## config.mk

```make
export PLATFORM = sky130hd
export DESIGN_NAME = loc_store
export DESIGN_NICKNAME = d
export VERILOG_FILES = /design/src/rtl/core/loc_store.sv
export SDC_FILE = /design/constraint.sdc
export NUM_CORES = 2
export LEC_CHECK = 0
export BUFFER_PORTS_ARGS = -buffer_cell sky130_fd_sc_hd__buf_2
export CAP_MARGIN = 10
export CORE_AREA = 2 2 566 287
export DETAILED_ROUTE_END_ITERATION = 6
export DIE_AREA = 0 0 568 289
export PLACE_DENSITY = 0.71
export SETUP_SLACK_MARGIN = 0.4
export SYNTH_ARGS = -nofsm -noshare
export SYNTH_HDL_FRONTEND = slang
export SYNTH_SLANG_ARGS = --single-unit
```

## constraint.sdc

```tcl
create_clock -name clock -period 9.45 [get_ports clock]
set_input_delay 0.4725 -clock clock [delete_from_list [all_inputs] [get_ports clock]]
set_output_delay 0.4725 -clock clock [all_outputs]
set_load 0.005 [all_outputs]
```

## src/rtl/core/loc_store.sv

```systemverilog
// Occluder store: one write port, one registered read port.
module loc_store #(
   parameter int DEPTH = 32,
   parameter int WIDTH = 64,
   parameter int AW    = 5
) (
   input  logic             clock,
   input  logic             wr_en,
   input  logic [AW-1:0]    wr_addr,
   input  logic [WIDTH-1:0] wr_data,
   input  logic [AW-1:0]    rd_addr,
   output logic [WIDTH-1:0] rd_data
);
   logic [WIDTH-1:0] mem [DEPTH];
   logic [WIDTH-1:0] rd_data_ff;

   always_ff @(posedge clock) begin
      if (wr_en) begin
         mem[wr_addr] <= wr_data;
      end
      rd_data_ff <= mem[rd_addr];
   end

   assign rd_data = rd_data_ff;
endmodule
```

# Yosys cells after proc, flatten, opt, wreduce, memory -nomap -nowiden
# Memory sizes are Yosys's and may differ from the RTL's. A register that Yosys moved wholly into a read port is not among the register bits.
# Index checks and enable logic that the tools add are counted.
word_totals:
  reg_bits: 0
  in_bits: 76
  out_inout_bits: 64
  elab_cells: 3
  ram_bits: 2048
  memories: 1
classes:
  muxes: 2
memory_table:
  columns: ["memory", "depth", "width", "read_ports", "rd_clocked_by_memory_dff", "wr", "line_no", "rtl"]
  rows:
  - ["mem", 32, 64, 1, 1, 1, "14", "logic [WIDTH-1:0] mem [DEPTH];"]
op_table:
  columns: ["op", "n"]
  rows:
  - ["$mux W1", 2]

# Logic depth before layout (Yosys ltp)
logic_depth:
  depth_word: 2
  mapped_depth: 9

# Least setup slack after synthesis
# Ideal clock, no wire load.
synth_timing:
  path_kind: "input-to-reg"
  start: "input port wr_addr[1]"
  end: "memory mem[12][0], enable pin"
  setup_slack_ns: 5.155
  t_required_ns: 8.964
  t_arrival_ns: 3.808
  setup_ns: 0.486
  stages: 3
  path_cell_list: "or3b_2 > clkbuf_1 > nor2_1"
synth_rtl:
  columns: ["element", "line_no", "rtl"]
  rows:
  - ["from (decl)", "9", "input logic [AW-1:0] wr_addr,"]
  - ["to (decl)", "14", null]
# Straight into the memory's write port.

==> summary.md <==
| Metric | Value |
|---|---|
| Post-Syn Nets | 3,173 |
| DRC Markers | 0 |
| Clk_lat worst skew | roughly 0.80 ns |
| Largest family of logic cells by synthesized area | multiplexers |
| Slew HR | 0.2633 |
| Row cnt | 104 |
| Worst Setup SP | rd_addr[0] |
| Synthesized cell area | 78,960 um2 |
| Metal-1 WL | approximately 77 mm |
| Met2 wire len | between 80 and 90 mm |
| Core ar. | ~160,000 um2 |
| Ports | 140 |
| Post-CTS sizing | 0 |
| Global-route wire length before repair | between 200 and 300 mm |
| Mux contribution to synthesized area | 0.1871 |
| Final nets | between 3,000 and 4,000 |
| Total of max-cap violations | 0 |
| # placed instances | 5,285 |
| WL/cell | roughly 33 um |
| Actual slew at the worst max-slew pin | 1.105 ns |
| Synth Area in Compound Gates | 0.004658 |
| Cell accounting for the most synthesized area | edfxtp_1 |
| Post-Syn Instances | about 3,100 |
| Critical path endpoint category | flip-flop |
| Via count | about 35,000 |
| Port buffer count | around 140 |
| Final setup violation count | 0 |
| Number of DRC markers in iteration 0 | just over 5,000 |
| Total die area | approximately 160,000 um2 |
| DR vias/cell | approximately 6.3 |
| Sum Neg Setup Slack | 0 ns |
| CTS buffer count | 178 |
| Final worst path period share | 0.3691 |
| Initial antenna violation count | 18 |
| RSZ-0062 raised after global routing | no |
| Post-synthesis adder-cell area fraction | 0 |
| Logic pwr share | 0.048 |
| RD Place Congestion | roughly 0.73 |
| CP Launch Type | input pin |
| Synth Register Bits | between 2,000 and 2,500 |
| Overflow after GRT | 0 |
| Hold depth | 1 |
| Placed cell areas | 82,530 um2 |
| Avg Cell Area, Syn | between 20 and 30 um2 |
| Leak pwr | 27.16 nW |
| Cell Chain, Critical Path | buf_8 -> buf_4 -> buf_4 -> mux4_2 -> mux4_2 -> mux2_2 |
| Total wire length | 186.8 mm |
| Postcts setup bufs | 0 |
| CTS Root Cell | clkbuf_16 |
| CP max stage delay | about 0.83 ns |
| Hold slack | ~0.15 ns |
| Deepest clock path buffer count | 4 |
| Worst setup path category | input pin to flip-flop |
| Worst VDD drop | roughly 150 uV |
| Fmax | 286.7 MHz |
| Netlist cell types | 31 |
| EDFF count, synth | a little over 2,000 |
| GR Util All Layers | 0.2298 |
| Chip Height | just under 300 um |
| Top routing layer used | met5 |
| Internal Power | between 10 and 15 mW |
| HPWL Detailed | around 90 mm |
| Vias in the first global route | 35,240 |
| Share of layout cells above drive strength 1 | 0.3372 |
| CTS tree | built |
| Final std cells w/o fill | approximately 5,600 |
| Area contributors post-synth | edfxtp_1 78%, mux4_2 17%, dfxtp_1 1.6% |
| WP data arrival | approximately 4.2 ns |
| Worst R2R Path Depth | 3 |
| Largest net degree at the start of global routing | roughly 130 |
| Met3 routed WL | roughly 22 mm |
| Die W | 568 um |
| Synthesis warning total | 0 |
| Worst path top cell family by delay | buffers and inverters |
| Fill count | about 11,000 |
| Flop pwr share | 0.570 |
| Switching share of power | 0.2064 |
| Worst r2r src | mem[20][62] |
| Final Hold Viols | 0 |
| Clock transition at path regs | approximately 0.070 ns |
| Post-synth ARST share | 0 |
| Number of cells on the critical path | 6 |
| Psw | 3.788 mW |
| Synth top area share | 0.7788 |
| Status | finished clean |
| Worst Skew | about 0.025 ns |
| Xor/xnor share of the synthesized area | 0 |
| Maximum level of the CTS H-tree | 4 |
| Top-count cell post-synth | edfxtp_1 |
| Ys flop type | edfxtp_1 |
| Worst path bufs/invs | 3 |
| Max FO, Critical Path | just under 80 |
| Detailed Routing Iterations Pass 1 | 5 |
| Final ANT Viol Nets | 0 |
| PwrDens | 208.7 nW/um2 |
| Initial Util | 0.4954 |
| Worst endpoint required time | 10.14 ns |
| Post-Synth Simple-Gate Area | 0.003787 |
| Top post-synthesis cells by count | 2,048 x edfxtp_1, 602 x mux4_2, 74 x mux2_2, 65 x buf_2, 64 x dfxtp_1 |
| Hold buffers post-CTS | 0 |
| Design Area, Final | between 80,000 and 90,000 um2 |
| Hold Path Origin | wr_data[59] |
| Layout area overhead | 11.37% |
| Register area share after synthesis | 0.7950 |
| Clock period minus worst slack | roughly 3.5 ns |
| Clock share of power | 0.382 |
| # clock sinks | approximately 2,100 |
| Tightest Hold Check Type | input pin to flip-flop |
| Max Slew Vio Count | 0 |
| Slowest cell on the critical path | buf_4 |
-- layout make-up --
| class | count | area, um2 | area share |
|---|---|---|---|
| Antenna cell | 8 | 20.02 | 0.0002276 |
| Clock buffer | 240 | 4851 | 0.05516 |
| Clock inverter | 77 | 543.0 | 0.006175 |
| Inverter | 1 | 3.754 | 0.00004268 |
| Multi-Input combinational cell | 828 | 15680 | 0.1783 |
| Sequential cell | 2112 | 62780 | 0.7139 |
| Tap cell | 2120 | 2653 | 0.03016 |
| Timing Repair Buffer | 224 | 1414 | 0.01608 |
-- power by group through the flow --
stage / clock network (mW) / logic, mW / registers (mW)
floorplan: 0 / 0.523 / 10.6
global placement: 0 / 0.872 / 10.7
detailed placement: 0 / 0.884 / 10.7
CTS: 7.13 / 0.888 / 10.5
global route: 7.51 / 0.939 / 10.5
finish: 7.01 / 0.878 / 10.5
-- metrics by stage --
| step | worst slack (ns) | power (mW) | util |
|---|---|---|---|
| global placement | 5.094 | 11.54 | 0.5177 |
| global route | 5.674 | 18.92 | 0.5516 |
| CTS | 5.866 | 18.48 | 0.5516 |
| finish | 5.962 | 18.35 | 0.5517 |
| detailed placement | 5.053 | 11.55 | 0.5177 |
| floorplan | 5.155 | 11.17 | - |
-- path summary, 6_finish.rpt --
kind	to	slack (ns)
max reg2reg	rd_data[62]	7.61
max	rd_data[44]	5.96
min	mem[31][59]	0.15
min reg2reg	rd_data[25]	0.80
-- flip-flops by register name, indices dropped and copies added, names as in the netlist --
signal and cells:
rd_data 64, mem 2048
-- cell usage in the layout (no fill, tap or decap), drive strengths merged, types with 3 or more instances in the layout --
master    netlist  routed
edfxtp       2048    2048
o2bb2ai         3       3
inv             1       5
and2            4       4
o22ai          10      10
buf           101     224
mux2i          38      38
mux2           74      74
a22oi           3       3
diode           0       8
dfxtp          64      64
nand3b          5       5
o21ai           9       9
o31a            3       3
a221oi         12      12
nand2           3       3
o211ai          3       3
clkbuf         55     240
mux4          602     602
o221ai          3       3
bufinv          0       6
nor2b           4       4
nor2           41      41
a211oi          3       3
clkinv          0      60
clkinvlp        0       7
-- per-layer routing --
layer  GRT usage  up-vias
met5           0        -
met4     0.04272       10
met3     0.05864      247
met2      0.3422     2122
met1      0.3503    19140
li1            -    13960
-- kinds of logic after synthesis --
family	count (synthesis)
DFF	2112
muxes	714
buffers and inverters	157
and+or+nand+nor	64
AOI/OAI and AO/OA	50
Note: power is estimated with default switching activity, not from simulation.
